$ cat src/rtl/bxavg_pkg.sv
`timescale 1ns / 1ps
// ----------------------------------------------------------------------------
// bxavg_pkg
// Shared constants and types of the box average downscaler.
// ----------------------------------------------------------------------------
package bxavg_pkg;

   localparam int MAX_WIDTH  = 4096;
   localparam int SUM_BITS   = 24;
   localparam int ADDR_BITS  = $clog2(MAX_WIDTH);
   localparam int REG_BITS   = 13;
   localparam int POS_BITS   = 12;
   localparam int HEIGHT_MAX = 4096;
   localparam int CNT_BITS   = 25;              // rows x cols, up to 2^24
   localparam int DIVD_BITS  = SUM_BITS + 2;    // sum plus half the count
   localparam int Q_BITS     = 9;
   localparam int STEP_BITS  = 4;
   localparam int IDX_BITS   = 8;

   // register indexes
   localparam logic [IDX_BITS-1:0] REG_SRC_W = 8'd0;
   localparam logic [IDX_BITS-1:0] REG_SRC_H = 8'd1;
   localparam logic [IDX_BITS-1:0] REG_TGT_W = 8'd2;
   localparam logic [IDX_BITS-1:0] REG_TGT_H = 8'd3;

   typedef enum logic [5:0] {
      ST_CLEAR = 6'b000001,
      ST_IDLE  = 6'b000010,
      ST_ACCUM = 6'b000100,
      ST_PREP  = 6'b001000,
      ST_DIV   = 6'b010000,
      ST_EMIT  = 6'b100000
   } state_type;

   typedef struct packed {
      logic accept;      // pixel transfer, issue line store read
      logic accum;       // add pixel, write back, advance position
      logic prep;        // form dividends
      logic div_step;    // one quotient bit
      logic load_out;    // move averages into output register
      logic clear_step;  // write one zero entry
   } cmd_type;

   typedef struct packed {
      logic closes;      // current pixel closes its box
      logic div_done;    // last quotient bit taken this cycle
      logic clear_done;  // last entry being cleared
   } status_type;

endpackage

$ cat src/rtl/bxavg_ctrl.sv
`timescale 1ns / 1ps
// ----------------------------------------------------------------------------
// bxavg_ctrl
// Sequencer: line store clearing, per-pixel accumulate and average divide.
// ----------------------------------------------------------------------------
module bxavg_ctrl
   import bxavg_pkg::*;
(
   input  logic       clock,
   input  logic       reset,
   input  logic       restart,
   input  logic       req_tvalid,
   output logic       req_tready,
   output logic       rsp_tvalid,
   input  logic       rsp_tready,
   input  status_type status,
   output cmd_type    cmd
);

   state_type state_ff, state_in;
   logic      rsp_tvalid_ff, rsp_tvalid_in;
   logic      out_free;

   assign out_free   = !rsp_tvalid_ff || rsp_tready;
   assign req_tready = (state_ff == ST_IDLE);
   assign rsp_tvalid = rsp_tvalid_ff;

   // command decode
   always_comb begin
      cmd            = '0;
      cmd.accept     = (state_ff == ST_IDLE) && req_tvalid;
      cmd.accum      = (state_ff == ST_ACCUM);
      cmd.prep       = (state_ff == ST_PREP);
      cmd.div_step   = (state_ff == ST_DIV);
      cmd.load_out   = (state_ff == ST_EMIT) && out_free;
      cmd.clear_step = (state_ff == ST_CLEAR);
   end

   // next state
   always_comb begin
      state_in = state_ff;
      case (state_ff)
         ST_CLEAR: if (status.clear_done) state_in = ST_IDLE;
         ST_IDLE:  if (req_tvalid) state_in = ST_ACCUM;
         ST_ACCUM: state_in = status.closes ? ST_PREP : ST_IDLE;
         ST_PREP:  state_in = ST_DIV;
         ST_DIV:   if (status.div_done) state_in = ST_EMIT;
         ST_EMIT:  if (out_free) state_in = ST_IDLE;
         default:  state_in = ST_CLEAR;
      endcase
      if (restart) state_in = ST_CLEAR;
   end

   // output valid
   always_comb begin
      rsp_tvalid_in = rsp_tvalid_ff;
      if (rsp_tready) rsp_tvalid_in = 1'b0;
      if (cmd.load_out) rsp_tvalid_in = 1'b1;
   end

   always_ff @(posedge clock) begin
      if (reset) begin
         state_ff      <= ST_CLEAR;
         rsp_tvalid_ff <= 1'b0;
      end else begin
         state_ff      <= state_in;
         rsp_tvalid_ff <= rsp_tvalid_in;
      end
   end

endmodule

$ cat config.mk
export PLATFORM = sky130hd
export DESIGN_NAME = bxavg_ctrl
export DESIGN_NICKNAME = d
export VERILOG_FILES = /design/src/rtl/bxavg_pkg.sv /design/src/rtl/bxavg_ctrl.sv
export SDC_FILE = /design/constraint.sdc
export NUM_CORES = 1
export LEC_CHECK = 0
export ABC_AREA = 1
export BUFFER_PORTS_ARGS = -buffer_cell sky130_fd_sc_hd__buf_2
export CORE_MARGIN = 2
export CORE_UTILIZATION = 30
export CTS_BUF_LIST = sky130_fd_sc_hd__clkbuf_4
export CTS_CLUSTER_SIZE = 8
export DETAILED_ROUTE_END_ITERATION = 16
export SLEW_MARGIN = 20
export SYNTH_ARGS = -nofsm -noshare
export SYNTH_HDL_FRONTEND = slang
export SYNTH_SLANG_ARGS = --single-unit
export TNS_END_PERCENT = 1
$ cat constraint.sdc
create_clock -name clock -period 1.39 [get_ports clock]
set_input_delay 0.2085 -clock clock [delete_from_list [all_inputs] [get_ports clock]]
set_output_delay 0.2085 -clock clock [all_outputs]
set_load 0.03 [all_outputs]
==> results of run 1 <==
==> critical path, stage by stage, from the launching register on <==
cell and delay [ns]:
dfxtp_2 0.34, nor2_4 0.21, nand4_1 0.19, inv_1 0.11
buf_6 0.13
==> stage by stage <==
stage	area [sq um]	total power (uW)	TNS (ns)
floorplan	454.2	261.2	0
global placement	541.8	281.6	0
detailed placement	541.8	281.5	0
CTS	660.6	488.7	-0.02718
global route	688.2	521.3	-0.4705
finish	688.2	491.0	-0.08289
==> power by group <==
group | internal (uW) | switching (uW) | total [uW]
clock | 129 | 76.6 | 206
sequential | 205 | 5.75 | 211
combinational | 29.2 | 45.2 | 74.4
total | 363 | 128 | 491
==> how the worst min path moves through the flow <==
stage / end / from / depth (start not counted)
floorplan: rsp_tvalid / reset / 1
detailed placement: rsp_tvalid / reset / 2
finish: rsp_tvalid / reset / 2
global placement: rsp_tvalid / reset / 2
CTS: rsp_tvalid / reset / 2
global route: rsp_tvalid / reset / 2
==> logic make-up (layout without fill, tap and decap cells) <==
family                 count (synthesis)  in the layout
AND/OR/NAND/NOR                       33             33
buffers and inverters                 18             43
flip-flops                             7              7
AO/OA/AOI/OAI                          6              6
==> flip-flops by register name (all words and copies together) (netlist names) <==
| signal | flops |
|---|---|
| state_ff | 6 |
| rsp_tvalid | 1 |
==> cells in the mapped netlist <==
library cell	count	area [sq um]
inv_1	16	60.06
nor2_1	9	33.78
dfxtp_1	7	140.1
nand4_1	6	37.54
nor2_4	4	45.04
a21oi_1	3	15.01
nand2_1	3	11.26
nand3_1	3	15.01
nand2_2	2	12.51
nand3_2	2	20.02
nor2_2	2	12.51
a21oi_2	1	8.760
buf_4	1	7.510
inv_2	1	3.750
nand4_2	1	12.51
nor3_1	1	5.000
o21ai_0	1	5.000
o21ai_2	1	8.760
==> layout make-up <==
type                       count  area [sq um]
sequential                     7         147.6
inverter                      17         63.81
multi-input combinational     39         270.3
tap                           16         20.02
timing repair buffer          22         156.4
fill                         147         765.7
clock buffer                   4         30.03
==> routing by layer <==
metal,vias to the layer above,wire length (um),track usage
met3,6,51,0.04255
met4,0,45,0.1125
met2,19,674,0.2455
met1,249,492,0.1680
li1,253,-,-
met5,-,0,0
==> timing repair <==
item | 4_1_cts | 5_1_grt
setup endpoints to repair | 7 | 9
gates resized for setup | 14 | 11
pin swaps | 7 | 3
hold endpoints to repair | 0 | 0
setup buffers | 7 | 0
==> placed cells by master, fill, tap and decap left out, drive strengths merged <==
master,netlist,routed
o21ai,2,2
buf,1,21
inv,17,17
nand4,7,7
nand3,5,5
nor2,15,15
nand2,5,5
clkbuf,0,5
a21oi,4,4
dfxtp,7,7
nor3,1,1
==> qor.yml, run 1 <==
grt:
  antenna_found_initial: 0
  grt_max_degree: 7
  overflow: 0
  grtUsageTotal: 0.1524
  first_global_vias: 525
  grt_pass1_wl_um: 2076
hold_path:
  hold_path_class: "in2reg"
die:
  rows: 14
  die_area_sq_um: 1841
  io-pin-count: 16
  die_x_um: 42.91
  die_h_um: 42.91
  initial_core_util: 0.3124
  core-area_sq_um: 1454
route:
  routed_wl_um: 1265
  avgRoutedWirePerCell_um: 12.05
  vias: 527
  ant_nets: 0
  first_pass_iters: 4
  post_drt_via_cell_ratio: 5.019
  drc_errors: 0
  drt_iter0_markers: 15
layout:
  drive_above_1_share: 0.5843
  diodes: 0
  area_growth_pct: 51.52
  nets: 98
  final_util: 0.4733
  final-instance-count-excl-fill: 105
clock_tree:
  clk_pin_slew_ns: 0.05
  numClockSinks: 7
  cts_buffers: 3
  hold_buffers: 0
  clock_latency_ns: 0.25
  cts_tree: "built"
  cts_buffer_depth: 2
  cts_max_level: 1
  clockRootBuffer: "clkbuf_4"
setup_path:
  rr_endpoint: "state_ff[1]"
  cp.required_ns: 1.18
  reg2reg_from: "state_ff[2]"
  path_max_fanout: 5
  crit_end: "cmd[3]"
  critical_path_class: "reg2out"
  end_kind: "primary output"
  cp-start-kind: "flop"
  r2r_cells: 8
  cp-startpoint: "state_ff[4]"
  r2r_setup_slack_ns: 0.11
  cp.arrival_ns: 1.22
synth:
  synth_xor_area_frac: 0
  syn_inst: 64
  synthMuxAreaShare: 0
  syn_area_sq_um: 454.2
  syn-num-nets: 72
  yosys.area_share.simple: 0.4518
  synth-compound-area-share: 0.08264
  synth_adder_area_share: 0
  synth_seq_area_share: 0.3085
  ys_ff_latch: 7
  yosys.cell_types.count: 18
  synth_top_family_by_area: "simple AND/OR/NAND/NOR gates"
  syn_area_per_cell_sq_um: 7.097
  yosysWarnings: 0
timing:
  post-route-period-util: 1.027
  max_slew_margin: 0.8038
  worst_pin_slew_ns: 0.2932
  fin_crit_ns: 1.427
  rsz0062_at_grt: "yes"
  final-setup-viol-count: 4
  max_freq_mhz: 700.7
  holdWs_ns: 0.1325
  fin_skew_ns: 0.005444
  hold_viol_final: 0
  timing.final.ws_setup_ns: -0.03713
  slew_violations: 0
power_and_ir_drop:
  powerDensity_nw_per_um2: 713.5
  ir_drop_v: 0.0004321
  leakagePower_uw: 0.0003579
status:
  violations: "setup timing"
  status: "finished, violations left"
placed_design:
  dp.cells: 94
  dp_slack_ns: 0.1432
  place_congestion: 0.8311
  io_buffer_count: 15
  hpwl_um: 738.5
flow_run:
  cap_violations: 0
(Power assumes the default switching activity.)
==> run 2, diff against run 1 <==
==> constraint.sdc (replaced) <==
create_clock -name clock -period 1.33 [get_ports clock]
set_input_delay 0.1995 -clock clock [delete_from_list [all_inputs] [get_ports clock]]
set_output_delay 0.1995 -clock clock [all_outputs]
set_load 0.03 [all_outputs]
==> run 2 against run 1 <==
Effect of this change: the run still ends with setup timing left; cell count is 4.8% higher; combinational power rose by 16%; die area stayed put; clock power rose by 5%; first-iteration DRC count is the same; flip-flop and latch count unchanged; clock skew down 0.0010 ns; utilization up 3.5 points; register-to-register slack worse by 0.15 ns; hold slack lost 0.012 ns; critical path type unchanged; critical endpoint is now cmd[5]; largest cell class unchanged; highest routed layer unchanged.
==> qor.yml, run 2 (same netlist as run 1, synthesis figures left out) <==
die:
  die_h_um: 42.91  # unchanged
  io-pin-count: 16  # unchanged
  initial_core_util: 0.3124  # unchanged
  rows: 14  # unchanged
  die_area_sq_um: 1841  # unchanged
  die_x_um: 42.91  # unchanged
  core-area_sq_um: 1454  # unchanged
setup_path:
  cp.required_ns: 1.13  # -0.05 ns
  path_max_fanout: 5  # unchanged
  r2r_setup_slack_ns: -0.04  # -0.15 ns
  r2r_cells: 10  # +2
  crit_path_cell_trace: "nor2_4 > nand3_2 > nor2_1 > buf_4"
  end_kind: "primary output"
  slowest_stage: "dfxtp_2"
  path_delay_family: "simple AND/OR/NAND/NOR gates"
  critical_path_class: "reg2out"
  rr_endpoint: "state_ff[1]"
  cp-start-kind: "flop"
  cp.arrival_ns: 1.23  # about the same
  worst-path-buf-inv: 1  # -1
  reg2reg_from: "state_ff[1]"
  max_stage_delay_ns: 0.34  # about the same
placed_design:
  io_buffer_count: 15  # unchanged
  postPlaceCellArea_sq_um: 541.8  # unchanged
  place_congestion: 0.8312  # about the same
  hpwl_um: 738.5  # unchanged
layout:
  area_growth_pct: 62.81
  final_util: 0.5086  # +0.03528
  largest_register_ffs: 6  # unchanged
  nets: 103  # +5.1%
  final_cell_mix: "buf_4 (13), inv_1 (12), buf_2 (8)"
  layout_commonest_cell: "buf_4"
  top_register: "state_ff"
  design_area_sq_um: 739.5  # +7.5%
  diodes: 0  # unchanged
  drive_above_1_share: 0.6277  # +0.04339
hold_path:
  hold_start: "reset"
  hold_path_end: "rsp_tvalid"
  hold_path_class: "in2reg"
  holdPathStages: 2  # unchanged
clock_tree:
  cts_max_level: 1  # unchanged
  numClockSinks: 7  # unchanged
  clock_latency_ns: 0.25  # about the same
  clk_pin_slew_ns: 0.06  # about the same
  cts_buffer_depth: 2  # unchanged
  clockRootBuffer: "clkbuf_4"
  cts_buffers: 3  # unchanged
  cts_tree: "built"
route:
  ant_nets: 0  # unchanged
  drt_iter0_markers: 15  # unchanged
  drc_errors: 0  # unchanged
  post_drt_via_cell_ratio: 4.873  # -2.9%
  avgRoutedWirePerCell_um: 11.75  # -2.4%
  first_pass_iters: 4  # unchanged
  vias: 536  # +1.7%
  routed_wl_um: 1293  # +2.2%
grt:
  grt_pass1_wl_um: 2208  # +6.4%
  grtUsageTotal: 0.1636  # +0.01124
  antenna_found_initial: 0  # unchanged
  first_global_vias: 566  # +7.8%
  grt_max_degree: 7  # unchanged
  overflow: 0  # unchanged
power_and_ir_drop:
  powerDensity_nw_per_um2: 705.0  # -1.2%
  ir_drop_v: 0.0004606  # +6.6%
  leakagePower_uw: 0.0003855  # +7.7%
flow_run:
  cap_violations: 0  # unchanged
timing:
  slew_violations: 0  # unchanged
  fin_skew_ns: 0.004439  # -0.001005 ns
  post-route-period-util: 1.072
  worst_pin_slew_ns: 0.3139  # +0.02064 ns
  rsz0062_at_grt: "yes"
  fin_crit_ns: 1.425
  final-setup-viol-count: 9  # +5
  hold_viol_final: 0  # unchanged
  timing.final.ws_setup_ns: -0.09515  # -0.05802 ns
  max_freq_mhz: 701.7
  max_slew_margin: 0.7900  # -0.01381
status:
  violations: "setup timing"
  status: "finished, violations left"
==> run 2: cell types whose count changed in the layout (fill, tap and decap cells not counted), sizes merged <==
cell	before	now
buf	21	27
clkbuf	5	4
==> run 2: report_power, final <==
part / internal (uW) / switching, uW / total [uW]
Sequential: 212 / 6.35 / 219
Clock: 135 / 81.4 / 216
Combinational: 36.6 / 49.6 / 86.2
==> run 2: area by class of cell <==
cell class / instances / area, sq um
repair buffers: 27 / 205.2
clock buffers: 4 / 30.03
well taps: 16 / 20.02
fillers: 134 / 714.4
inverters: 17 / 63.81
flip-flops and latches: 7 / 152.6
multi-input cells: 39 / 267.8
==> run 2: stage by stage <==
step | setup TNS [ns] | hold WS (ns) | power (uW) | std cells | setup WS [ns]
global route | -0.9458 | 0.1133 | 551.2 | 110 | -0.1539
floorplan | 0 | 0.2719 | 272.9 | 64 | 0.005372
detailed placement | 0 | 0.3760 | 294.2 | 94 | 0.09222
global placement | 0 | 0.3776 | 294.4 | 94 | 0.1103
finish | -0.3561 | 0.1202 | 521.3 | 110 | -0.09515
CTS | -0.1391 | 0.1185 | 518.8 | 110 | -0.05270
==> run 2: repair_timing <==
action	4_1_cts	5_1_grt
pin swaps	10	2
endpoints found under the hold margin	0	0
setup endpoints to repair	7	10
resized for setup	24	7
hold buffers	0	0
setup buffers	12	0
cloned	0	0
==> run 2: worst max-delay path by stage <==
stage	startpoint	end	slack, ns	cells after the start
floorplan	state_ff[1]	cmd[5]	0.005	4
global placement	state_ff[1]	cmd[5]	0.11	5
detailed placement	state_ff[1]	cmd[5]	0.09	5
CTS	state_ff[1]	cmd[1]	-0.05	4
global route	state_ff[5]	cmd[5]	-0.15	4
finish	state_ff[5]	cmd[5]	-0.1	4
==> run 2: layer usage <==
layer  GRT usage  wire, um
met1      0.1701       513
met2      0.2788       684
met5           0         0
met4      0.1125        42
met3     0.04681        53
==> run 3, diff against run 2 <==
--- a/config.mk
+++ b/config.mk
@@ -7,7 +7,6 @@
 export LEC_CHECK = 0
 export ABC_AREA = 1
 export BUFFER_PORTS_ARGS = -buffer_cell sky130_fd_sc_hd__buf_2
-export CORE_MARGIN = 2
 export CORE_UTILIZATION = 30
 export CTS_BUF_LIST = sky130_fd_sc_hd__clkbuf_4
 export CTS_CLUSTER_SIZE = 8
==> constraint.sdc (replaced) <==
create_clock -name clock -period 1.35 [get_ports clock]
set_input_delay 0.2025 -clock clock [delete_from_list [all_inputs] [get_ports clock]]
set_output_delay 0.2025 -clock clock [all_outputs]
set_load 0.03 [all_outputs]
==> run 3 against run 2 <==
Effect of this change: sequential share of layout area is 0.81 points higher; first-iteration DRC count fell by 33%; combinational power shrank 2%; utilization is 2.7 points higher; non-clock buffer count fell by 1; largest cell class unchanged; power shrank 1.3%; the flow still finishes with violations (setup timing); cell count decreased by 1.8%; register-to-register slack improved by 0.03 ns; clock-buffer cell count is the same; flip-flop and latch count unchanged; routed wire length up 1.0%.
==> qor.yml, run 3 (same netlist as run 1, synthesis figures left out) <==
status:
  status: "finished, violations left"
  violations: "setup timing"
die:
  core-area_sq_um: 1350  # -7.1%
  die_x_um: 40.91  # -4.7%
  die_h_um: 40.91  # -4.7%
  die_area_sq_um: 1674  # -9.1%
  initial_core_util: 0.3364  # +0.02403
  io-pin-count: 16  # unchanged
  rows: 13  # -1
layout:
  largest_register_ffs: 6  # unchanged
  final-instance-count-excl-fill: 108  # -1.8%
  diodes: 0  # unchanged
  design_area_sq_um: 723.2  # -2.2%
  nets: 102  # -0.97%
  nFillCells: 136  # +1.5%
  final_cell_mix: "inv_1 (14), buf_4 (14), buf_2 (8)"
  drive_above_1_share: 0.6129  # -0.01476
  top_register: "state_ff"
  multiInputGateArea_sq_um: 265.3  # -0.93%
  seq_area_sq_um: 155.1  # +1.6%
  area_growth_pct: 59.23
timing:
  holdWs_ns: 0.1209  # +0.0006420 ns
  rsz0062_at_grt: "yes"
  final-setup-viol-count: 5  # -4
  hold_viol_final: 0  # unchanged
  timing.final.ws_setup_ns: -0.04424  # +0.05090 ns
  post-route-period-util: 1.033
  fin_skew_ns: 0.003766  # -0.0006726 ns
  max_freq_mhz: 717.2
  finalSetupTns_ns: -0.1715  # +0.1847 ns
  slew_violations: 0  # unchanged
  max_slew_margin: 0.8407  # +0.05075
  worst_pin_slew_ns: 0.2380  # -0.07585 ns
  fin_crit_ns: 1.394
route:
  drt_iter0_markers: 10  # -5
  post_drt_via_cell_ratio: 4.667  # -4.2%
  routed_wl_um: 1306  # +1.0%
  vias: 504  # -6.0%
  ant_nets: 0  # unchanged
  avgRoutedWirePerCell_um: 12.09  # +2.9%
  drc_errors: 0  # unchanged
  first_pass_iters: 4  # unchanged
clock_tree:
  clockRootBuffer: "clkbuf_4"
  hold_buffers: 0  # unchanged
  cts_max_level: 1  # unchanged
  cts_buffers: 3  # unchanged
  cts_tree: "built"
  cts_buffer_depth: 2  # unchanged
  numClockSinks: 7  # unchanged
  clk_pin_slew_ns: 0.06  # about the same
  clock_latency_ns: 0.25  # about the same
power_and_ir_drop:
  p_sw_frac: 0.2719  # +0.008537
  p_seq_frac: 0.414  # -0.006
  p_sw_uw: 139.9  # +1.9%
  p_comb_frac: 0.164  # about the same
  powerDensity_nw_per_um2: 711.6  # +0.94%
  ir_drop_v: 0.0002818  # -39%
  leakagePower_uw: 0.0003784  # -1.9%
  pwr-share-clk: 0.422  # +0.007
  internal_power_uw: 374.7  # -2.4%
placed_design:
  dp_slack_ns: 0.09600  # +0.003780 ns
  io_buffer_count: 15  # unchanged
  place_congestion: 0.7607  # -8.5%
  hpwl_um: 792.1  # +7.3%
  dp.cells: 94  # unchanged
  postPlaceCellArea_sq_um: 548.0  # +1.2%
grt:
  grtUsageTotal: 0.1814  # +0.01781
  grt_max_degree: 8  # +1
  grt_pass1_wl_um: 1869  # -15%
  first_global_vias: 454  # -20%
  overflow: 0  # unchanged
  antenna_found_initial: 0  # unchanged
setup_path:
  path_max_fanout: 5  # unchanged
  cp.arrival_ns: 1.19  # -0.04 ns
  end_kind: "primary output"
  cp-start-kind: "flop"
  critical_path_class: "reg2out"
  cp.required_ns: 1.15  # +0.02 ns
flow_run:
  cap_violations: 0  # unchanged
hold_path:
  hold_path_class: "in2reg"
run 3: what timing repair did:
action	in CTS	in global routing
setup endpoints to repair	7	8
resized for setup	21	8
buffers inserted	6	4
endpoints found under the hold margin	0	0
pin swaps	7	4
run 3: worst max-delay path, cell delays in order, from the launching register on:
cell     delay, ns
dfxtp_2       0.34
nor2_4        0.19
nand3_2       0.13
nor2_1        0.11
buf_4         0.16
run 3: through the flow:
step,total power [uW],utilization
after floorplan,268.9,-
after global placement,290.5,0.4059
after detailed placement,291.7,0.4059
after CTS,516.7,0.4986
after global routing,551.0,0.5357
final,514.7,0.5357
run 3: layout make-up:
| class | count | share of cell area |
|---|---|---|
| Tap cell | 15 | 0.02595 |
| Inverter | 17 | 0.08824 |
| Clock buffer | 4 | 0.04152 |
| Timing Repair Buffer | 26 | 0.2630 |
| Sequential cell | 7 | 0.2145 |
| Multi-Input combinational cell | 39 | 0.3668 |
run 3: routing by layer:
metal / vias to the layer above / track usage / part of all wire
met4: 0 / 0.1250 / 0.019
met3: 4 / 0.08152 / 0.047
met2: 19 / 0.2617 / 0.48
met1: 219 / 0.2104 / 0.46
li1: 262 / - / -
met5: - / 0 / 0
run 3: path summary, 6_finish.rpt:
check	cells past startpoint	slack, ns	endpoint	start
hold reg to reg	4	0.61	rsp_tvalid	rsp_tvalid
setup / recovery	4	-0.04	cmd[5]	state_ff[4]
setup reg to reg	7	-0.01	state_ff[0]	state_ff[4]
hold / removal	2	0.12	rsp_tvalid	reset
run 3: power groups by stage:
stage               clock network [uW]  logic (uW)  registers [uW]
finish                             217        84.4             213
global route                       245        92.3             214
CTS                                222        78.9             216
detailed placement                   0        72.1             220
global placement                     0        70.8             220
floorplan                            0        49.7             219
